--- src/hw/rtl/pbg_pkg.sv ---
// ----------------------------------------------------------------------------
// pbg_pkg
// Types, constants and the control store of the brightness and gamma block.
// ----------------------------------------------------------------------------
package pbg_pkg;

   localparam int CHAN_W = 8;
   localparam int BRIGHT_W = 7;

   localparam logic [BRIGHT_W-1:0] BRIGHT_MAX = 7'd100;
   localparam logic [BRIGHT_W-1:0] BRIGHT_RESET = 7'd30;

   // floor(x / 100) = (x * 5243) >> 19 for every x below 43690.
   localparam logic [16:0] RECIP_100 = 17'd5243;
   localparam int SHIFT_100 = 19;
   // floor(x / 255) = (x * 65794) >> 24 for every x up to 255 * 255.
   localparam logic [16:0] RECIP_255 = 17'd65794;
   localparam int SHIFT_255 = 24;

   typedef logic [1:0] pc_type;
   typedef logic [1:0] chan_type;

   localparam chan_type CHAN_RED = 2'd0;
   localparam chan_type CHAN_GREEN = 2'd1;
   localparam chan_type CHAN_LAST = 2'd2;

   typedef enum logic [1:0] {
      OPA_CHAN,
      OPA_PROD,
      OPA_QUOT
   } opa_type;

   typedef enum logic [1:0] {
      OPB_BRIGHT,
      OPB_RECIP100,
      OPB_QUOT,
      OPB_RECIP255
   } opb_type;

   typedef enum logic {
      DEST_PROD,
      DEST_RESULT
   } dest_type;

   typedef struct packed {
      opa_type  opa;
      opb_type  opb;
      dest_type dest;
      logic     jump_chan;
      pc_type   target;
   } ucode_word_type;

   typedef struct packed {
      logic     en;
      opa_type  opa;
      opb_type  opb;
      dest_type dest;
      chan_type chan;
      logic     finish;
   } ctl_type;

   // Four steps per channel; the last step loops back for the next channel.
   function automatic ucode_word_type ucode_rom(input pc_type pc);
      ucode_word_type word;
      unique case (pc)
         2'd0: word = '{OPA_CHAN, OPB_BRIGHT,   DEST_PROD,   1'b0, 2'd0};
         2'd1: word = '{OPA_PROD, OPB_RECIP100, DEST_PROD,   1'b0, 2'd0};
         2'd2: word = '{OPA_QUOT, OPB_QUOT,     DEST_PROD,   1'b0, 2'd0};
         2'd3: word = '{OPA_PROD, OPB_RECIP255, DEST_RESULT, 1'b1, 2'd0};
         default: word = '{OPA_CHAN, OPB_BRIGHT, DEST_PROD,  1'b0, 2'd0};
      endcase
      return word;
   endfunction

endpackage

--- src/hw/rtl/pbg_sequencer.sv ---
// ----------------------------------------------------------------------------
// pbg_sequencer
// Step counter, channel counter and control store decode.
// ----------------------------------------------------------------------------
module pbg_sequencer
   import pbg_pkg::*;
(
   input  logic    clock,
   input  logic    reset,
   input  logic    start,
   input  logic    out_hold,
   output logic    busy,
   output ctl_type ctl
);

   typedef enum logic [1:0] {
      ST_IDLE = 2'b01,
      ST_RUN  = 2'b10
   } state_type;

   state_type state_ff, state_in;
   pc_type pc_ff, pc_in;
   chan_type chan_ff, chan_in;
   ucode_word_type word;
   logic end_step;
   logic advance;
   logic running;

   assign word = ucode_rom(pc_ff);
   assign end_step = word.jump_chan && (chan_ff == CHAN_LAST);

   always_comb begin
      unique case (state_ff)
         ST_IDLE: running = 1'b0;
         ST_RUN:  running = 1'b1;
         default: running = 1'b0;
      endcase
   end

   // The final step waits while the previous result is still unclaimed.
   assign advance = running && !(end_step && out_hold);

   always_comb begin
      state_in = state_ff;
      pc_in = pc_ff;
      chan_in = chan_ff;
      if (!running) begin
         if (start) begin
            state_in = ST_RUN;
            pc_in = '0;
            chan_in = CHAN_RED;
         end
      end else if (advance) begin
         if (word.jump_chan) begin
            if (end_step) begin
               state_in = ST_IDLE;
               pc_in = '0;
            end else begin
               pc_in = word.target;
               chan_in = chan_ff + 2'd1;
            end
         end else begin
            pc_in = pc_ff + 2'd1;
         end
      end
   end

   always_ff @(posedge clock) begin
      if (reset) begin
         state_ff <= ST_IDLE;
         pc_ff <= '0;
         chan_ff <= CHAN_RED;
      end else begin
         state_ff <= state_in;
         pc_ff <= pc_in;
         chan_ff <= chan_in;
      end
   end

   assign busy = running;
   assign ctl = '{en: advance, opa: word.opa, opb: word.opb, dest: word.dest,
                  chan: chan_ff, finish: advance && end_step};

endmodule

--- src/hw/rtl/pbg_datapath.sv ---
// ----------------------------------------------------------------------------
// pbg_datapath
// Pixel registers, shared multiplier and the product and result registers.
// ----------------------------------------------------------------------------
module pbg_datapath
   import pbg_pkg::*;
(
   input  logic                clock,
   input  logic                load,
   input  logic [CHAN_W-1:0]   red_in,
   input  logic [CHAN_W-1:0]   green_in,
   input  logic [CHAN_W-1:0]   blue_in,
   input  logic [BRIGHT_W-1:0] bright,
   input  ctl_type             ctl,
   output logic [CHAN_W-1:0]   red_out,
   output logic [CHAN_W-1:0]   green_out,
   output logic [CHAN_W-1:0]   blue_out
);

   logic [CHAN_W-1:0] pix_red_ff, pix_green_ff, pix_blue_ff;
   logic [CHAN_W-1:0] res_red_ff, res_green_ff;
   logic [31:0] prod_ff;
   logic [CHAN_W-1:0] chan_val;
   logic [CHAN_W-1:0] quot;
   logic [15:0] opa_val;
   logic [16:0] opb_val;
   logic [32:0] mul_w;
   logic [CHAN_W-1:0] curve_val;

   always_comb begin
      case (ctl.chan)
         CHAN_RED:   chan_val = pix_red_ff;
         CHAN_GREEN: chan_val = pix_green_ff;
         default:    chan_val = pix_blue_ff;
      endcase
   end

   // The scaled channel is the top of the product after the reciprocal step.
   assign quot = prod_ff[SHIFT_100 +: CHAN_W];

   always_comb begin
      unique case (ctl.opa)
         OPA_CHAN: opa_val = {8'd0, chan_val};
         OPA_PROD: opa_val = prod_ff[15:0];
         OPA_QUOT: opa_val = {8'd0, quot};
         default:  opa_val = prod_ff[15:0];
      endcase
   end

   always_comb begin
      unique case (ctl.opb)
         OPB_BRIGHT:   opb_val = {10'd0, bright};
         OPB_RECIP100: opb_val = RECIP_100;
         OPB_QUOT:     opb_val = {9'd0, quot};
         OPB_RECIP255: opb_val = RECIP_255;
         default:      opb_val = RECIP_255;
      endcase
   end

   assign mul_w = opa_val * opb_val;
   assign curve_val = mul_w[SHIFT_255 +: CHAN_W];

   always_ff @(posedge clock) begin
      if (load) begin
         pix_red_ff <= red_in;
         pix_green_ff <= green_in;
         pix_blue_ff <= blue_in;
      end
      if (ctl.en) begin
         if (ctl.dest == DEST_PROD) begin
            prod_ff <= mul_w[31:0];
         end else begin
            case (ctl.chan)
               CHAN_RED:   res_red_ff <= curve_val;
               CHAN_GREEN: res_green_ff <= curve_val;
               default:    ;
            endcase
         end
      end
   end

   assign red_out = res_red_ff;
   assign green_out = res_green_ff;
   assign blue_out = curve_val;

endmodule

--- src/hw/rtl/pixel_brightness_gamma_pipeline_top.sv ---
// ----------------------------------------------------------------------------
// pixel_brightness_gamma_pipeline_top
// Brightness scaling and gamma 2.0 correction of RGB pixels for an LED frame.
// ----------------------------------------------------------------------------
// The block cannot take a new item until it is through with the last one:
// four microcode steps per colour channel run in turn on the single shared
// multiplier, and a stalled result holds the final step until the output
// register is free.
// Reset is synchronous and active high: brightness returns to 30 percent,
// the lit flag clears and the sequencer goes idle with no result pending.
// ----------------------------------------------------------------------------
module pixel_brightness_gamma_pipeline_top
   import pbg_pkg::*;
(
   input  logic                clock,
   input  logic                reset,
   input  logic                req_valid,
   output logic                req_stall,
   input  logic [7:0]          req_red_in,
   input  logic [7:0]          req_green_in,
   input  logic [7:0]          req_blue_in,
   input  logic                req_frame_last,
   output logic                rsp_valid,
   input  logic                rsp_stall,
   output logic [7:0]          rsp_red_out,
   output logic [7:0]          rsp_green_out,
   output logic [7:0]          rsp_blue_out,
   output logic                rsp_frame_done,
   output logic                rsp_strip_power,
   input  logic                csr_write_enable,
   input  logic [6:0]          csr_write_data
);

   logic accept;
   logic busy;
   ctl_type ctl;
   logic [CHAN_W-1:0] dp_red, dp_green, dp_blue;

   logic [BRIGHT_W-1:0] bright_ff;
   logic any_lit_ff, any_lit_in;
   logic lit;
   logic last_ff;
   logic power_ff;

   logic rsp_valid_ff;
   logic [CHAN_W-1:0] rsp_red_ff, rsp_green_ff, rsp_blue_ff;
   logic rsp_done_ff, rsp_power_ff;

   // The block takes a new item only while the sequencer is idle. The
   // output register lets an item start while the last result waits.
   assign req_stall = busy;
   assign accept = req_valid && !req_stall;

   // Brightness writes above the maximum are stored as the maximum.
   always_ff @(posedge clock) begin
      if (reset) begin
         bright_ff <= BRIGHT_RESET;
      end else if (csr_write_enable) begin
         bright_ff <= (csr_write_data > BRIGHT_MAX) ? BRIGHT_MAX : csr_write_data;
      end
   end

   // The lit flag gathers any nonzero raw channel across the frame. Its
   // verdict is taken when the item is accepted, and it is cleared by the
   // frame's last pixel so that the next frame starts fresh.
   assign lit = any_lit_ff || (req_red_in != 8'd0) || (req_green_in != 8'd0)
                || (req_blue_in != 8'd0);
   assign any_lit_in = req_frame_last ? 1'b0 : lit;

   always_ff @(posedge clock) begin
      if (reset) begin
         any_lit_ff <= 1'b0;
      end else if (accept) begin
         any_lit_ff <= any_lit_in;
      end
   end

   always_ff @(posedge clock) begin
      if (accept) begin
         last_ff <= req_frame_last;
         power_ff <= req_frame_last && lit;
      end
   end

   pbg_sequencer u_sequencer (
      .clock    (clock),
      .reset    (reset),
      .start    (accept),
      .out_hold (rsp_valid_ff && rsp_stall),
      .busy     (busy),
      .ctl      (ctl)
   );

   pbg_datapath u_datapath (
      .clock     (clock),
      .load      (accept),
      .red_in    (req_red_in),
      .green_in  (req_green_in),
      .blue_in   (req_blue_in),
      .bright    (bright_ff),
      .ctl       (ctl),
      .red_out   (dp_red),
      .green_out (dp_green),
      .blue_out  (dp_blue)
   );

   // The final step only fires when this register is empty or being taken,
   // so loading it always wins over clearing it.
   always_ff @(posedge clock) begin
      if (reset) begin
         rsp_valid_ff <= 1'b0;
      end else if (ctl.finish) begin
         rsp_valid_ff <= 1'b1;
      end else if (rsp_valid_ff && !rsp_stall) begin
         rsp_valid_ff <= 1'b0;
      end
   end

   always_ff @(posedge clock) begin
      if (ctl.finish) begin
         rsp_red_ff <= dp_red;
         rsp_green_ff <= dp_green;
         rsp_blue_ff <= dp_blue;
         rsp_done_ff <= last_ff;
         rsp_power_ff <= power_ff;
      end
   end

   assign rsp_valid = rsp_valid_ff;
   assign rsp_red_out = rsp_red_ff;
   assign rsp_green_out = rsp_green_ff;
   assign rsp_blue_out = rsp_blue_ff;
   assign rsp_frame_done = rsp_done_ff;
   assign rsp_strip_power = rsp_power_ff;

`ifndef SYNTH
   // An accepted item keeps the block busy until its result is produced.
   assert property (@(posedge clock) disable iff (reset) accept |=> req_stall)
      else $error("block not busy after accepting an item");

   // A finished item always shows up on the result channel.
   assert property (@(posedge clock) disable iff (reset) ctl.finish |=> rsp_valid)
      else $error("finished item not presented");

   // The final step never overwrites a result that is still stalled.
   assert property (@(posedge clock) disable iff (reset)
      ctl.finish |-> !(rsp_valid_ff && rsp_stall))
      else $error("pending result overwritten");

   // The last pixel of a frame leaves the lit flag clear.
   assert property (@(posedge clock) disable iff (reset)
      (accept && req_frame_last) |=> !any_lit_ff)
      else $error("lit flag not cleared at frame end");
`endif

endmodule

--- config.mk ---
export PLATFORM = sky130hd
export DESIGN_NAME = pixel_brightness_gamma_pipeline_top
export DESIGN_NICKNAME = d
export VERILOG_FILES = /design/src/hw/rtl/pbg_pkg.sv /design/src/hw/rtl/pbg_sequencer.sv /design/src/hw/rtl/pbg_datapath.sv /design/src/hw/rtl/pixel_brightness_gamma_pipeline_top.sv
export SDC_FILE = /design/constraint.sdc
export NUM_CORES = 1
export LEC_CHECK = 0
export BUFFER_PORTS_ARGS = -buffer_cell sky130_fd_sc_hd__buf_2
export CORE_ASPECT_RATIO = 1.75
export CORE_MARGIN = 4
export CORE_UTILIZATION = 30
export DETAILED_ROUTE_END_ITERATION = 7
export PLACE_DENSITY_LB_ADDON = 0.05
export SYNTH_ARGS = -nofsm -noshare
export SYNTH_HDL_FRONTEND = slang
export SYNTH_SLANG_ARGS = --single-unit
--- constraint.sdc ---
create_clock -name clock -period 17.6 [get_ports clock]
set_input_delay 0 -clock clock [delete_from_list [all_inputs] [get_ports clock]]
set_output_delay 0 -clock clock [all_outputs]
set_load 0.05 [all_outputs]
==> results of run 1 <==
==> layer usage <==
layer  global-route usage (%)  routed length, µm
met3                     1.43                702
met5                        0                  0
met2                     36.0              19900
met4                     5.32                921
met1                     18.5              11700
==> how the worst max path moves through the flow <==
stage | from | end | slack, ns | cells after the start
floorplan | u_sequencer.pc_ff[0] | rsp_blue_out[5] | 9.99 | 29
global route | u_sequencer.pc_ff[1] | u_datapath.prod_ff[25] | 8.73 | 23
global placement | u_sequencer.pc_ff[1] | rsp_blue_out[1] | 9.40 | 23
finish | u_sequencer.pc_ff[1] | u_datapath.red_out[2] | 9.31 | 23
CTS | u_sequencer.pc_ff[1] | u_datapath.red_out[2] | 9.20 | 23
detailed placement | u_sequencer.pc_ff[1] | u_datapath.green_out[2] | 9.23 | 23
==> power groups by stage <==
stage,clock [mW],sequential (mW),combinational [mW]
3_3_place_gp,0,0.323,0.441
3_5_place_dp,0,0.323,0.439
2_1_floorplan,0,0.316,0.304
5_1_grt,0.232,0.318,0.499
4_1_cts,0.223,0.317,0.448
6_report,0.215,0.317,0.433
==> layout by cell type, fill, tap and decap left out, types with 8 or more instances in the layout <==
master                            n
sky130_fd_sc_hd__and2_1          10
sky130_fd_sc_hd__buf_4           12
sky130_fd_sc_hd__xor2_1          14
sky130_fd_sc_hd__nand2b_1        15
sky130_fd_sc_hd__nor2b_1         13
sky130_fd_sc_hd__edfxtp_1        92
sky130_fd_sc_hd__inv_1          224
sky130_fd_sc_hd__a21o_1           8
sky130_fd_sc_hd__xnor2_1         11
sky130_fd_sc_hd__dlygate4sd3_1   38
sky130_fd_sc_hd__nor2_1         114
sky130_fd_sc_hd__clkbuf_16        9
sky130_fd_sc_hd__dfxtp_1         15
sky130_fd_sc_hd__o21ai_0         24
sky130_fd_sc_hd__ha_1           128
sky130_fd_sc_hd__fa_1           132
sky130_fd_sc_hd__a21oi_1         53
sky130_fd_sc_hd__nand3_1         26
sky130_fd_sc_hd__nand2_1         51
sky130_fd_sc_hd__and3_1          13
sky130_fd_sc_hd__buf_2           64
==> sequential cells by signal, indices dropped and copies added (netlist names), 7 cells and up <==
name                     count
u_datapath.red_out           8
u_datapath.pix_green_ff      8
u_datapath.pix_blue_ff       8
rsp_blue_out                 8
u_datapath.green_out         8
rsp_green_out                8
rsp_red_out                  8
bright_ff                    7
u_datapath.pix_red_ff        8
u_datapath.prod_ff          24
==> per-stage QoR <==
stage | utilization [%] | worst slack, ns
after global placement | 32.9 | 9.40
after CTS | 34.9 | 9.20
final | 34.9 | 9.31
after floorplan | - | 9.99
after global routing | 34.9 | 8.73
after detailed placement | 32.9 | 9.23
==> area by class of cell <==
class | count | share of cell area (%)
multi-input cells | 703 | 54.7
flip-flops and latches | 107 | 24.8
inverters | 224 | 6.81
repair buffers | 114 | 6.40
well taps | 465 | 4.71
clock buffers | 9 | 1.82
clock inverters | 7 | 0.719
==> worst reg2reg max path: stages (launching register included) <==
cell,delay (ns)
sky130_fd_sc_hd__dfxtp_1,0.34
sky130_fd_sc_hd__inv_1,0.09
sky130_fd_sc_hd__ha_1,0.68
sky130_fd_sc_hd__nor2_1,0.46
sky130_fd_sc_hd__a221oi_2,1.02
sky130_fd_sc_hd__nor2b_1,0.23
sky130_fd_sc_hd__ha_1,0.35
sky130_fd_sc_hd__inv_1,0.05
sky130_fd_sc_hd__fa_1,0.44
sky130_fd_sc_hd__fa_1,0.51
sky130_fd_sc_hd__fa_1,0.55
sky130_fd_sc_hd__inv_1,0.05
sky130_fd_sc_hd__fa_1,0.53
sky130_fd_sc_hd__inv_1,0.05
sky130_fd_sc_hd__fa_1,0.52
sky130_fd_sc_hd__inv_1,0.04
sky130_fd_sc_hd__ha_1,0.37
sky130_fd_sc_hd__a21oi_1,0.21
sky130_fd_sc_hd__o211ai_1,0.13
sky130_fd_sc_hd__a21oi_2,0.22
sky130_fd_sc_hd__nor3_2,0.09
sky130_fd_sc_hd__nor3_4,0.35
sky130_fd_sc_hd__mux2i_1,0.17
sky130_fd_sc_hd__a2111oi_2,0.54
==> what timing repair did <==
| action | 4_1_cts | 5_1_grt |
|---|---|---|
| hold buffers | 38 | 0 |
| resized for setup | 0 | 0 |
| endpoints found under the hold margin | 40 | 0 |
==> logic make-up (layout without fill, tap and decap cells) <==
family,after synthesis,after routing,synth area share [%]
and+or+nand+nor,275,275,12.0
adders and majority gates,260,260,39.4
buffers and inverters,254,354,8.88
AOI/OAI and AO/OA,137,137,8.83
DFF,107,107,28.4
xor gates and xnor gates,25,25,2.03
muxes,4,4,0.372
other,1,2,0.0348
==> summary.txt, run 1 <==
Run status
  – Run status: finished, final reports clean

Clocking
  – Number of clock sinks: 107
  – Clock Path Buffers: 2
  – Number of buffers inserted by post-CTS setup repair: 0
  – Number of H-tree branching levels: 3
  – Worst-skew pair later-pin latency: 0.36 ns
  – CTS buffer count: 9
  – Clock Root Buffer: sky130_fd_sc_hd__clkbuf_16
  – Clock transition at the registers of the reported paths: ~0.080 ns
  – Clock tree from TritonCTS: yes

Yosys
  – Most instantiated cells after synthesis: 224 x sky130_fd_sc_hd__inv_1, 132 x sky130_fd_sc_hd__fa_1, 128 x sky130_fd_sc_hd__ha_1, 115 x sky130_fd_sc_hd__nor2_1, 92 x sky130_fd_sc_hd__edfxtp_1
  – Synthesized area per cell: 10.1 µm²
  – Synth top area share: 25.7%
  – Fraction of registers with async set/reset: 0%
  – Netlist area before placement: 0.0108 mm²
  – Post-Synthesis Cells: 1063
  – Largest area contributor in the synthesized netlist: sky130_fd_sc_hd__edfxtp_1
  – Dominant register cell in the synthesized netlist: sky130_fd_sc_hd__edfxtp_1
  – Most frequent cell after synthesis: sky130_fd_sc_hd__inv_1
  – Most area-consuming cells after synthesis: sky130_fd_sc_hd__edfxtp_1 26%, sky130_fd_sc_hd__fa_1 25%, sky130_fd_sc_hd__ha_1 15%, sky130_fd_sc_hd__inv_1 7.8%, sky130_fd_sc_hd__nor2_1 4.0%
  – Synth Warn #: 0
  – Count of flip-flops with a built-in enable after synthesis: 92
  – Library cells used by synthesis: 58
  – Count of state elements after synthesis: 107
  – Part of the Yosys area used for sequential elements: 28.4%

Route
  – Routed via count: between 7000 and 8000
  – # DRC: 0
  – First-pass iteration count of the detailed router: 4
  – Initial DRC count: 340
  – Post-DR wirelength/cell: around 20 µm
  – Routed via count divided by cell count: around 4.7
  – Antenna-violating nets left: 0
  – Drt total wl: between 30 and 40 mm

Cells and area
  – Area growth from synthesis to layout: 14.7%
  – Ratio of cells with drive above 1 in the final layout: 10.4%
  – Antenna fix cells: 0
  – Area occupied by multi-input gates: 0.00676 mm²
  – Filler cell count: 3662
  – Total area of sequential cells: 0.00306 mm²
  – Fin cells: roughly 1600
  – Final net count: 1456
  – Final cell area excluding filler cells: about 0.012 mm²

Die
  – Horizontal die dimension: 151 µm
  – Initial core utilization: about 30%
  – Number of placement rows: about 90
  – Total I/O pin count: 65
  – Total Die Area: 0.0391 mm²
  – Floorplan Core Area: 0.0354 mm²
  – Die height: 259 µm

Power
  – Overall power after layout: 0.965 mW
  – Fraction of power consumed by sequential logic: between 30% and 40%
  – Reported leakage power: 5.93 nW
  – Highest ir drop seen on vdd: 0.0692 mV
  – Relative contribution of the clock network to total power: 22.3%
  – Switching Power: just under 0.4 mW
  – Share of power burned in combinational logic: 44.9%
  – Power density over the cells: 78.1 mW/mm²
  – Internal power: 0.575 mW
  – Net Sw Frac: 40.5%

STA
  – Worst-margin pin slew: 1.11 ns
  – Worst hold slack: 0.00529 ns
  – Crit share post-route: 47.1%
  – Count of final setup violators: 0
  – RSZ-0062 raised after global routing: false
  – Final Max Tran Viols: 0
  – Relative slew margins: 26.3%
  – Hold violation total from the final report: 0
  – Final setup TNS: 0 ns
  – Highest attainable clock frequency: 121 MHz
  – Final setup skew: ~0.014 ns
  – Min Clock Period, post-route: 8.29 ns

Hold path
  – Hold Crit Start: csr_write_enable
  – Worst Hold Path Cells: 3
  – End of the worst hold path: bright_ff[3]
  – Tightest Hold Check Type: in2reg

Placement
  – Area after DPL: 0.0117 mm²
  – Dpl hpwl: between 20 and 30 mm
  – Number of placed cells counting well taps: 1575
  – Count of port buffers added during placement: 64
  – Final estimated routing congestion in global placement: ~0.82

GRT
  – Maximum number of pins on one net before global-route repair: 35
  – Global-route wire length before repair: 50.9 mm
  – Total grt overflow: 0
  – Number of global-route vias before repair: around 8600
  – Global routing usage summed across all routing layers: 17.7%
  – Number of antenna violations at the first check in global routing: 0

Flow run
  – Count of max-cap constraint violations: 0

Worst setup path
  – Slowest cell on crit path: sky130_fd_sc_hd__a221oi_2
  – Sort of element at the end of the critical path: flip-flop
  – Worst path cell trace: inv_1, ha_1, nor2_1, a221oi_2, nor2b_1, ha_1, inv_1, fa_1, fa_1, fa_1, inv_1, fa_1, inv_1, fa_1, inv_1, ha_1, a21oi_1, o211ai_1, a21oi_2, nor3_2, nor3_4, mux2i_1, a2111oi_2
  – Crit path largest cell delay: 1.02 ns
  – Critical Path Start Type: flip-flop
  – Maximum net fanout on the critical path: 28
  – Classification of the worst setup path: reg2reg
  – Number of cells on the worst reg-to-reg path: 23
  – Required @ worst endpoint: 17.70 ns
  – Worst Path Buf+Inv: 5
  – Arrival time of data at the critical path endpoint: around 8.4 ns
  – Endpoint of the most critical register-to-register path: u_datapath.red_out[2]
  – Cell class contributing the biggest share of worst-path delay: adder cells
  – Source of the worst register-to-register timing path: u_sequencer.pc_ff[1]
  – Setup slack of the worst register-to-register path: 9.31 ns
Note: power is estimated with default switching activity, not from simulation.
==> run 2, diff against run 1 <==
Clock period 17.6 ns to 6.9 ns, I/O delays scaled along.
==> run 2 against run 1 <==
  * Via count increased by 5.3%
  * Worst setup slack lost 9.1 ns
  * First-iteration DRC count fell by 23%
  * Worst hold slack better by 0.081 ns
  * Cell count is 7.2% higher
  * Non-clock buffer count is 118 higher
  * Count of clock-buffer cells in the layout increased by 1
  * Total power grew to 2.9 times the previous value
  * Global-route usage is 0.40 points higher
  * Clock skew is 0.0013 ns higher
==> summary.txt, run 2 (synthesized netlist as in run 1, its figures left out) <==
Die
  – Number of placement rows: 91 (unchanged)
  – Die height: 259 µm (unchanged)
  – Horizontal die dimension: 151 µm (unchanged)
  – Total Die Area: 0.0391 mm² (unchanged)
  – Floorplan Core Area: 0.0354 mm² (unchanged)
  – Initial core utilization: 30.4% (unchanged)
  – Total I/O pin count: 65 (unchanged)

Clocking
  – CTS buffer count: 9 (unchanged)
  – Number of clock sinks: 107 (unchanged)
  – Clock Root Buffer: sky130_fd_sc_hd__clkbuf_16
  – Clock Path Buffers: 2 (unchanged)
  – Number of H-tree branching levels: 3 (unchanged)
  – Clock tree from TritonCTS: yes
  – Worst-skew pair later-pin latency: 0.35 ns (about the same)
  – Clock transition at the registers of the reported paths: 0.08 ns (about the same)

Cells and area
  – Number of flip-flops in the largest register: 24 (unchanged)
  – Antenna fix cells: 0 (unchanged)
  – Top library cells by usage in the layout, fill and taps aside: 205 x sky130_fd_sc_hd__inv_1, 122 x sky130_fd_sc_hd__fa_1, 114 x sky130_fd_sc_hd__buf_4
  – Ratio of cells with drive above 1 in the final layout: 25.3% (+15 points)
  – Reg with most FFs: u_datapath.prod_ff
  – Final net count: 1574 (+8.1%)
  – Area growth from synthesis to layout: 28.0%
  – Filler cell count: 3596 (-1.8%)
  – Fin cells: 1747 (+7.2%)
  – Leading cell type in the layout, fill and taps excluded: sky130_fd_sc_hd__inv_1

Power
  – Highest ir drop seen on vdd: 0.143 mV (+110%)
  – Fraction of power consumed by sequential logic: 28.6% (-4.2 points)
  – Power density over the cells: 206 mW/mm² (+160%)
  – Internal power: 1.74 mW (+200%)
  – Switching Power: 1.10 mW (+180%)
  – Relative contribution of the clock network to total power: 17.8% (-4.5 points)
  – Reported leakage power: 6.64 nW (+12%)
  – Net Sw Frac: 38.7% (-1.8 points)
  – Share of power burned in combinational logic: 53.6% (+8.7 points)

GRT
  – Total grt overflow: 0 (unchanged)
  – Number of global-route vias before repair: 9231 (+7.2%)
  – Global-route wire length before repair: 52.3 mm (+2.9%)
  – Maximum number of pins on one net before global-route repair: 33 (-5.7%)
  – Global routing usage summed across all routing layers: 18.1% (+0.40 points)
  – Number of antenna violations at the first check in global routing: 1 (+1)

Placement
  – Dpl hpwl: 28.7 mm (+2.9%)
  – Pre-CTS worst setup slack: -0.210 ns (-9.44 ns)
  – Final estimated routing congestion in global placement: 0.848 (+2.9%)
  – Number of placed cells counting well taps: 1670 (+6.0%)
  – Count of port buffers added during placement: 64 (unchanged)

Route
  – First-pass iteration count of the detailed router: 6 (+2)
  – Initial DRC count: 262 (-23%)
  – Routed via count divided by cell count: 4.58 (-1.9%)
  – Drt total wl: 34.0 mm (+2.1%)
  – Post-DR wirelength/cell: 19.5 µm (-4.8%)
  – # DRC: 0 (unchanged)
  – Routed via count: 8006 (+5.3%)
  – Antenna-violating nets left: 0 (unchanged)

Worst setup path
  – Arrival time of data at the critical path endpoint: 6.84 ns (-1.55 ns)
  – Dominant cell type by count on the critical path: sky130_fd_sc_hd__inv_2
  – Critical Path Start Type: flip-flop
  – Slowest cell on crit path: sky130_fd_sc_hd__fa_1
  – Classification of the worst setup path: reg2reg
  – Sort of element at the end of the critical path: flip-flop
  – Maximum net fanout on the critical path: 8 (-71%)
  – Crit path largest cell delay: 0.58 ns (-0.44 ns)
  – Required @ worst endpoint: 7.04 ns (-10.66 ns)

Hold path
  – Tightest Hold Check Type: in2reg

STA
  – Worst-margin pin slew: 1.06 ns (-0.0489 ns)
  – Final WS setup: 0.197 ns (-9.12 ns)
  – Crit share post-route: 97.1% (+50 points)
  – Final setup skew: 0.0151 ns (+0.00130 ns)
  – Hold violation total from the final report: 0 (unchanged)
  – Relative slew margins: 29.4% (+3.2 points)
  – Worst hold slack: 0.0858 ns (+0.0806 ns)
  – Count of final setup violators: 0 (unchanged)
  – RSZ-0062 raised after global routing: true
  – Final Max Tran Viols: 0 (unchanged)
  – Highest attainable clock frequency: 149 MHz (+24%)
  – Min Clock Period, post-route: 6.70 ns (-1.58 ns)

Flow run
  – Count of max-cap constraint violations: 0 (unchanged)

Run status
  – Run status: finished, final reports clean
run 2: cell count changes in the layout (fill, tap and decap cells not counted), moves of 8 or more:
cell,change
sky130_fd_sc_hd__a21oi_1,-12
sky130_fd_sc_hd__a21oi_2,+9
sky130_fd_sc_hd__buf_4,+102
sky130_fd_sc_hd__buf_6,+8
sky130_fd_sc_hd__fa_1,-10
sky130_fd_sc_hd__fa_2,+10
sky130_fd_sc_hd__ha_1,-15
sky130_fd_sc_hd__ha_4,+12
sky130_fd_sc_hd__inv_1,-19
sky130_fd_sc_hd__inv_2,+17
run 2: critical path, delay by kind of cell, from the launching register on:
kind	cells	cell delay, ns
flops	1	0.34
simple gates	4	0.31
buf+inv	12	1.11
compound gates	6	1.30
xor+xnor	1	0.31
fa+ha+maj	8	3.08
run 2: power by group through the flow:
stage               registers, mW  logic [mW]  clock network (mW)
global placement            0.829        1.31                   0
finish                      0.812        1.52               0.507
detailed placement          0.829        1.31                   0
global route                0.815        1.69               0.556
floorplan                   0.807       0.801                   0
CTS                         0.814        1.34               0.529
run 2: timing repair:
item	CTS	global route
pin swaps	8	51
endpoints found under the hold margin	37	0
buffers inserted	5	16
gates resized for setup	10	104
hold buffers	40	0
setup endpoints to repair	29	33
run 2: final cells by class:
type	instances	area [µm²]	share of cell area, %
Inverter	224	846	6.14
Tap cell	465	582	4.22
Clock inverter	6	53.8	0.390
Timing Repair Buffer	232	1790	13.0
Clock buffer	10	229	1.66
Multi-Input combinational cell	703	7210	52.3
Sequential cell	107	3070	22.3
run 2: per-stage QoR:
stage	cell area, µm²	setup TNS (ns)	total power [mW]	utilization (%)
floorplan	10800	0	1.61	-
global placement	12500	-1.22	2.14	35.2
detailed placement	12500	-3.43	2.14	35.2
CTS	13300	0	2.68	37.4
global route	13800	-1.13	3.06	38.9
finish	13800	0	2.84	38.9
run 2: final timing paths:
kind / start / to / slack [ns] / cells after the start
worst max-delay path: u_sequencer.chan_ff[1] / rsp_blue_out[5] / 0.20 / 31
worst min register to register: u_datapath.green_out[0] / rsp_green_out[0] / 0.42 / 0
worst min-delay path: csr_write_enable / bright_ff[4] / 0.09 / 4
worst max register to register: u_sequencer.chan_ff[1] / rsp_blue_out[5] / 0.20 / 31
run 2: routing by layer:
layer	vias up	wire, µm	global-route usage (%)
met5	-	0	0
met4	0	1170	5.57
met3	40	561	1.38
met2	86	20400	37.0
met1	4020	11800	18.8
li1	3860	-	-
